[src/design/i2ctrf_pkg.sv]
// shared constants and types for the i2c target register file
package i2ctrf_pkg;

  localparam int DEFAULT_STORE_DEPTH = 16;
  localparam int BYTE_W = 8;

  // store access request from the control unit for one word
  typedef struct packed {
    logic wr;
    logic rd;
  } mem_req_t;

endpackage

[src/design/i2ctrf_ram.sv]
// generic single write port, single registered read port ram
module i2ctrf_ram #(
  parameter int WIDTH = 8,
  parameter int DEPTH = 16
) (
  input  logic                     clk,
  input  logic                     wr_en,
  input  logic [$clog2(DEPTH)-1:0] wr_addr,
  input  logic [WIDTH-1:0]         wr_data,
  input  logic                     rd_en,
  input  logic [$clog2(DEPTH)-1:0] rd_addr,
  output logic [WIDTH-1:0]         rd_data
);

  logic [WIDTH-1:0] mem [DEPTH];

  always_ff @(posedge clk) begin
    if (wr_en) begin
      mem[wr_addr] <= wr_data;
    end
    if (rd_en) begin
      rd_data <= mem[rd_addr];
    end
  end

endmodule

[src/design/i2ctrf_ctrl.sv]
// bus phase tracking, register pointer, offset and store entry valid bits
module i2ctrf_ctrl
  import i2ctrf_pkg::*;
#(
  parameter int STORE_DEPTH = DEFAULT_STORE_DEPTH,
  localparam int IDX_W = $clog2(STORE_DEPTH)
) (
  input  logic              clk,
  input  logic              rst,
  input  logic              accept,
  input  logic              stop_seen,
  input  logic              start_seen,
  input  logic              byte_full,
  input  logic              read_not_write,
  input  logic [BYTE_W-1:0] rx_byte,
  output mem_req_t          mem_req,
  output logic [IDX_W-1:0]  addr,
  output logic              entry_valid
);

  typedef enum logic [2:0] {
    STOPPED     = 3'd0,
    STARTED     = 3'd1,
    REG_ADDRESS = 3'd2,
    WRITE       = 3'd3,
    READ        = 3'd4
  } phase_t;

  localparam logic [IDX_W:0]  LAST_IDX = (IDX_W+1)'(STORE_DEPTH - 1);
  localparam logic [BYTE_W:0] LAST_RX  = (BYTE_W+1)'(STORE_DEPTH - 1);

  phase_t                 phase, phase_next;
  logic [IDX_W-1:0]       reg_pointer, reg_pointer_next;
  logic [IDX_W-1:0]       offset, offset_next;
  logic [STORE_DEPTH-1:0] written;
  logic [IDX_W:0]         sum;
  logic [IDX_W-1:0]       cur_idx;
  logic                   can_advance;

  assign sum         = {1'b0, reg_pointer} + {1'b0, offset};
  assign can_advance = sum < LAST_IDX;
  assign cur_idx     = (sum > LAST_IDX) ? LAST_IDX[IDX_W-1:0] : sum[IDX_W-1:0];
  assign addr        = cur_idx;
  assign entry_valid = written[cur_idx];

  always_comb begin
    phase_next       = phase;
    reg_pointer_next = reg_pointer;
    offset_next      = offset;
    mem_req          = '0;
    if (accept) begin
      if (stop_seen) begin
        phase_next  = STOPPED;
        offset_next = '0;
      end else if (start_seen && !byte_full) begin
        phase_next  = STARTED;
        offset_next = '0;
      end else begin
        case (phase)
          STARTED: begin
            if (byte_full) begin
              if (!read_not_write) begin
                phase_next = REG_ADDRESS;
              end else begin
                phase_next = READ;
                mem_req.rd = 1'b1;
                if (can_advance) offset_next = offset + 1'b1;
              end
            end
          end
          REG_ADDRESS: begin
            // pointer beyond the store wraps to the first entry
            reg_pointer_next = ({1'b0, rx_byte} > LAST_RX) ? '0 : rx_byte[IDX_W-1:0];
            phase_next       = WRITE;
          end
          WRITE: begin
            mem_req.wr = 1'b1;
            if (can_advance) offset_next = offset + 1'b1;
          end
          READ: begin
            mem_req.rd = 1'b1;
            if (can_advance) offset_next = offset + 1'b1;
          end
          default: begin
          end
        endcase
      end
    end
  end

  always_ff @(posedge clk) begin
    if (rst) begin
      phase       <= STOPPED;
      reg_pointer <= '0;
      offset      <= '0;
      written     <= '0;
    end else begin
      phase       <= phase_next;
      reg_pointer <= reg_pointer_next;
      offset      <= offset_next;
      if (mem_req.wr) begin
        written[cur_idx] <= 1'b1;
      end
    end
  end

endmodule

[src/design/i2c_target_register_file_unit.sv]
// Register file behind an I2C target port. Each input word is one bus event
// (stop, start, byte received, direction bit, received byte). An event is
// taken in the cycle it is offered whenever the output register is empty or
// being emptied, so one event per clock is sustained. A read event returns
// its store byte in the cycle after acceptance, through the registered read
// port of the store ram. Write events and reads of entries never written
// since reset behave as the store held zeros after reset.
module i2c_target_register_file_unit
  import i2ctrf_pkg::*;
#(
  parameter int STORE_DEPTH = DEFAULT_STORE_DEPTH
) (
  input  logic              clk,
  input  logic              rst,
  input  logic              in_valid,
  output logic              in_ready,
  input  logic              stop_seen,
  input  logic              start_seen,
  input  logic              byte_full,
  input  logic              read_not_write,
  input  logic [BYTE_W-1:0] rx_byte,
  output logic              out_valid,
  input  logic              out_ready,
  output logic [BYTE_W-1:0] tx_byte
);

  localparam int IDX_W = $clog2(STORE_DEPTH);

  mem_req_t          mem_req;
  logic [IDX_W-1:0]  addr;
  logic              entry_valid;
  logic              entry_valid_q;
  logic [BYTE_W-1:0] rd_data;
  logic              accept;

  assign in_ready = !rst && (!out_valid || out_ready);
  assign accept   = in_valid && in_ready;

  i2ctrf_ctrl #(
    .STORE_DEPTH(STORE_DEPTH)
  ) u_ctrl (
    .clk            (clk),
    .rst            (rst),
    .accept         (accept),
    .stop_seen      (stop_seen),
    .start_seen     (start_seen),
    .byte_full      (byte_full),
    .read_not_write (read_not_write),
    .rx_byte        (rx_byte),
    .mem_req        (mem_req),
    .addr           (addr),
    .entry_valid    (entry_valid)
  );

  i2ctrf_ram #(
    .WIDTH (BYTE_W),
    .DEPTH (STORE_DEPTH)
  ) u_store (
    .clk     (clk),
    .wr_en   (mem_req.wr),
    .wr_addr (addr),
    .wr_data (rx_byte),
    .rd_en   (mem_req.rd),
    .rd_addr (addr),
    .rd_data (rd_data)
  );

  always_ff @(posedge clk) begin
    if (rst) begin
      out_valid <= 1'b0;
    end else if (mem_req.rd) begin
      out_valid <= 1'b1;
    end else if (out_ready) begin
      out_valid <= 1'b0;
    end
  end

  // entry valid flag follows the ram read register
  always_ff @(posedge clk) begin
    if (mem_req.rd) begin
      entry_valid_q <= entry_valid;
    end
  end

  assign tx_byte = entry_valid_q ? rd_data : '0;

endmodule
[config.mk]
export PLATFORM = sky130hd
export DESIGN_NAME = i2c_target_register_file_unit
export DESIGN_NICKNAME = d
export VERILOG_FILES = /design/src/design/i2ctrf_pkg.sv /design/src/design/i2ctrf_ram.sv /design/src/design/i2ctrf_ctrl.sv /design/src/design/i2c_target_register_file_unit.sv
export SDC_FILE = /design/constraint.sdc
export NUM_CORES = 1
export LEC_CHECK = 0
export BUFFER_PORTS_ARGS = -buffer_cell sky130_fd_sc_hd__buf_2
export CORE_ASPECT_RATIO = 2
export CORE_MARGIN = 5
export CORE_UTILIZATION = 35
export CTS_CLUSTER_SIZE = 24
export DETAILED_ROUTE_END_ITERATION = 7
export PLACE_DENSITY = 0.47
export SYNTH_ARGS = -nofsm -noshare
export SYNTH_HDL_FRONTEND = slang
export SYNTH_SLANG_ARGS = --single-unit
[constraint.sdc]
create_clock -name clk -period 3.15 [get_ports clk]
set_input_delay 0 -clock clk [delete_from_list [all_inputs] [get_ports clk]]
set_output_delay 0 -clock clk [all_outputs]
set_load 0.1 [all_outputs]
==> reports/summary.log <==
qor: timing.report.final.hold_viol_count 0
qor: timing.final.period_utilization 94.8%
qor: clocking.cts_root_buf clkbuf_16
qor: die.floorplan.io_pins 26
qor: timing.slew_violations 0
qor: synth.synth-edff-count 137
qor: layout.fillers 1,907
qor: synth.syn_inst 557
qor: global_route.grt_remaining_overflow 0
qor: layout.final_common_cell edfxtp_1
qor: place.portBuffers 25
qor: die.initial_utilization 35.6%
qor: drt.vias_per_cell 5.48
qor: timing.final.setup.tns 0 ps
qor: critical_path.critPathRequiredTime 3300 ps
qor: power_and_ir_drop.power.clock.fraction 49.1%
qor: hold_path.worstHoldPathCells 1
qor: clocking.clkSlewWorstSetupHoldPaths 60 ps
qor: timing.timing.max_slew.rel_slack 48.7%
qor: drt.initialDrtViolationCount 331
qor: synth.ys_async_sr_fraction 0%
qor: synth.synth.top_cells.by_area edfxtp_1 (56%), dfxtp_1 (7.7%), nor2_1 (3.1%), o2bb2ai_1 (2.5%), mux2_2 (2.5%)
qor: layout.drive_gt1_share 21.0%
qor: global_route.global_route.usage.total 17.0%
qor: layout.syn2layout_area_growth 19.0%
qor: drt.drtPass1Iterations 5
qor: timing.post-route-min-period 2990 ps
qor: critical_path.worstPathArrival 3140 ps
qor: power_and_ir_drop.power.leakage 2.91 nW
qor: critical_path.r2r_end u_store.rd_data[7]
qor: clocking.htreeDepth 4
qor: critical_path.crit_path_start_kind flop
qor: synth.netlist-cell-type-count 67
qor: critical_path.worst-r2r-cell-count 7
qor: clocking.cts_sinks 165
qor: timing.finalClockSkew 10.3 ps
qor: synth.synth_top_cell_area_share 56.4%
qor: drt.route.detailed.wl_per_inst 22.6 um
qor: global_route.via_count_of_the_first_global_routing_pass 5,011
qor: timing.fmax 335 MHz
qor: critical_path.critical_path_peak_fanout 6
qor: global_route.antenna_found_initial 0
qor: global_route.grt_max_degree 43
qor: power_and_ir_drop.irDropWorstVdd 0.311 mV
qor: drt.postRouteAntennaNets 0
qor: synth.yosys_warnings 0
qor: synth.syn-cell-area 7290 sq um
qor: die.die-height 214 um
qor: drt.post-route-drc-count 0
qor: synth.synth.net_count 579
qor: global_route.grt_first_pass_wirelength 30,300 um
qor: die.core 20,500 sq um
qor: die.placementRows 74
qor: power_and_ir_drop.p_per_area 551 nW/um^2
qor: power_and_ir_drop.power.combinational.fraction 1.6%
qor: place.gpl.final_weighted_congestion 0.876
qor: critical_path.setup.worst_path.start u_ctrl.offset[0]
qor: hold_path.hold_path_class input port to flop
qor: layout.nets 637
qor: clocking.clock_path_buffers 2
qor: clocking.cts_setup_buffers 0
qor: timing.timing_worst_slew_pin_value 770 ps
qor: power_and_ir_drop.p_sw_share 19.2%
qor: clocking.clock_tree_from_tritoncts done
qor: layout.antenna_fix_cells 0
qor: critical_path.criticalPathCategory flop to flop
qor: clocking.cts_buffers 17
qor: timing.rsz0062_at_grt false
qor: place.post-dp-hpwl 14,700 um
qor: synth.yosys_register_bits 165
qor: outcome.outcome complete, no violations
qor: flow_run.max_cap_viol_count 0
qor: critical_path.r2r_start u_ctrl.offset[0]
qor: die.floorplan.die_area 24,000 sq um
qor: layout.most_frequent_cells_in_the_layout edfxtp_1 (137), nor2_1 (60), buf_4 (40), a21oi_1 (30), dfxtp_1 (28)
qor: die.floorplan.die.width 112 um
qor: power_and_ir_drop.power_report.internal_total 3.86 mW
qor: critical_path.kind_of_capture_point_of_the_worst_setup_path flop
qor: synth.avgSynthCellArea 13.1 sq um
qor: clocking.insertion_delay 420 ps
qor: synth.post-synth-top-area-cell edfxtp_1
qor: power_and_ir_drop.p_sw 0.915 mW
qor: power_and_ir_drop.total_power 4.78 mW
qor: synth.ys_seq_area_share 64.1%
qor: timing.setup_viol 0
qor: critical_path.timing.critical_path.to u_store.rd_data[7]
qor: drt.via_count 4,903
qor: critical_path.r2r_setup_slack 160 ps
qor: power_and_ir_drop.power.sequential.fraction 49.3%
qor: synth.synth_top_flop_cell edfxtp_1
qor: drt.routed_wirelength 20,200 um
## area by class of cell
class	instances	area [sq um]	area share [%]
Multi-Input combinational cell	351	2430	28.0
Timing Repair Buffer	74	556	6.40
Clock buffer	20	437	5.03
Clock inverter	12	225	2.60
Tap cell	266	333	3.84
Sequential cell	165	4670	53.9
Inverter	6	22.5	0.260
## registers in the layout, summed over array words and instances (netlist names)
signal	flops
u_store.mem	128
u_ctrl.written	16
u_store.rd_data	8
u_ctrl.offset	4
u_ctrl.reg_pointer	4
u_ctrl.phase	3
entry_valid_q	1
out_valid	1
## how the worst min path moves through the flow
stage                        end       start
2_1_floorplan  u_store.mem[0][0]  rx_byte[0]
3_3_place_gp     u_ctrl.phase[0]   stop_seen
3_5_place_dp     u_ctrl.phase[0]   stop_seen
4_1_cts        u_store.mem[4][5]  rx_byte[5]
5_1_grt        u_store.mem[4][5]  rx_byte[5]
6_report       u_store.mem[0][1]  rx_byte[1]
## repair_timing
action	CTS	global route
setup endpoints to repair	0	25
endpoints found under the hold margin	4	0
resized for setup	0	2
hold buffers	5	0
## power by group through the flow
stage	Sequential (mW)	Clock, mW	Combinational (mW)
after floorplan	2.40	0	0.0214
after global placement	2.40	0	0.0750
after detailed placement	2.40	0	0.0773
after CTS	2.36	2.39	0.0810
after global routing	2.36	2.47	0.0849
final	2.36	2.34	0.0783
## layer usage
metal / vias up / track usage [%] / routed length [um]
met5: - / 0 / 0
met1: 2454 / 17.5 / 7420
li1: 2308 / - / -
met3: 32 / 2.77 / 520
met4: 0 / 8.14 / 684
met2: 109 / 32.5 / 11600
## worst max-delay path, stage by stage (launching register included)
cell       delay [ps]
dfxtp_1           320
ha_1              240
fa_2              400
a211oi_4          390
nor2_2            180
a2111oi_0         490
a2111oi_0         150
or4_1             540
## logic make-up (layout without fill, tap and decap cells)
| logic type | count (synthesis) | count (layout) | share of synthesized area (%) |
|---|---|---|---|
| AO/OA/AOI/OAI | 155 | 155 | 15.9 |
| XOR/XNOR | 1 | 1 | 0.120 |
| adder cells (fa/ha/maj) | 6 | 6 | 1.13 |
| buffers and inverters | 41 | 112 | 2.71 |
| flip-flops | 165 | 165 | 64.1 |
| multiplexers | 33 | 33 | 4.98 |
| AND/OR/NAND/NOR | 156 | 156 | 11.0 |
## cell usage after synthesis (4+ instances only)
cell type and number:
nor4_1 6, edfxtp_1 137, mux2i_1 16, a211oi_1 18, nor2_1 61, mux2_2 16, a21oi_1 30, buf_2 14
inv_1 5, o21ai_0 7, nor2b_1 6, nand3_1 13, a21boi_0 4, nand2b_1 9, nor3_1 6, or4_1 9
o22ai_1 23, dfxtp_1 28, a221oi_1 15, o2bb2ai_1 21, ha_1 5, nand2_1 13, and2_1 12, buf_4 5
clkbuf_1 14
## metrics by stage
stage / hold slack [ps] / area [sq um] / setup slack (ps) / util [%] / cells
after detailed placement: 354 / 7950 / 21.0 / 38.9 / 857
after global placement: 340 / 7950 / 130 / 38.9 / 857
after floorplan: 98.9 / 7290 / 304 / - / 557
after global routing: 24.2 / 8670 / 4.08 / 42.4 / 894
final: 20.2 / 8670 / 164 / 42.4 / 894
after CTS: 13.5 / 8670 / 15.1 / 42.4 / 894
Note: power is estimated with default switching activity, not from simulation.
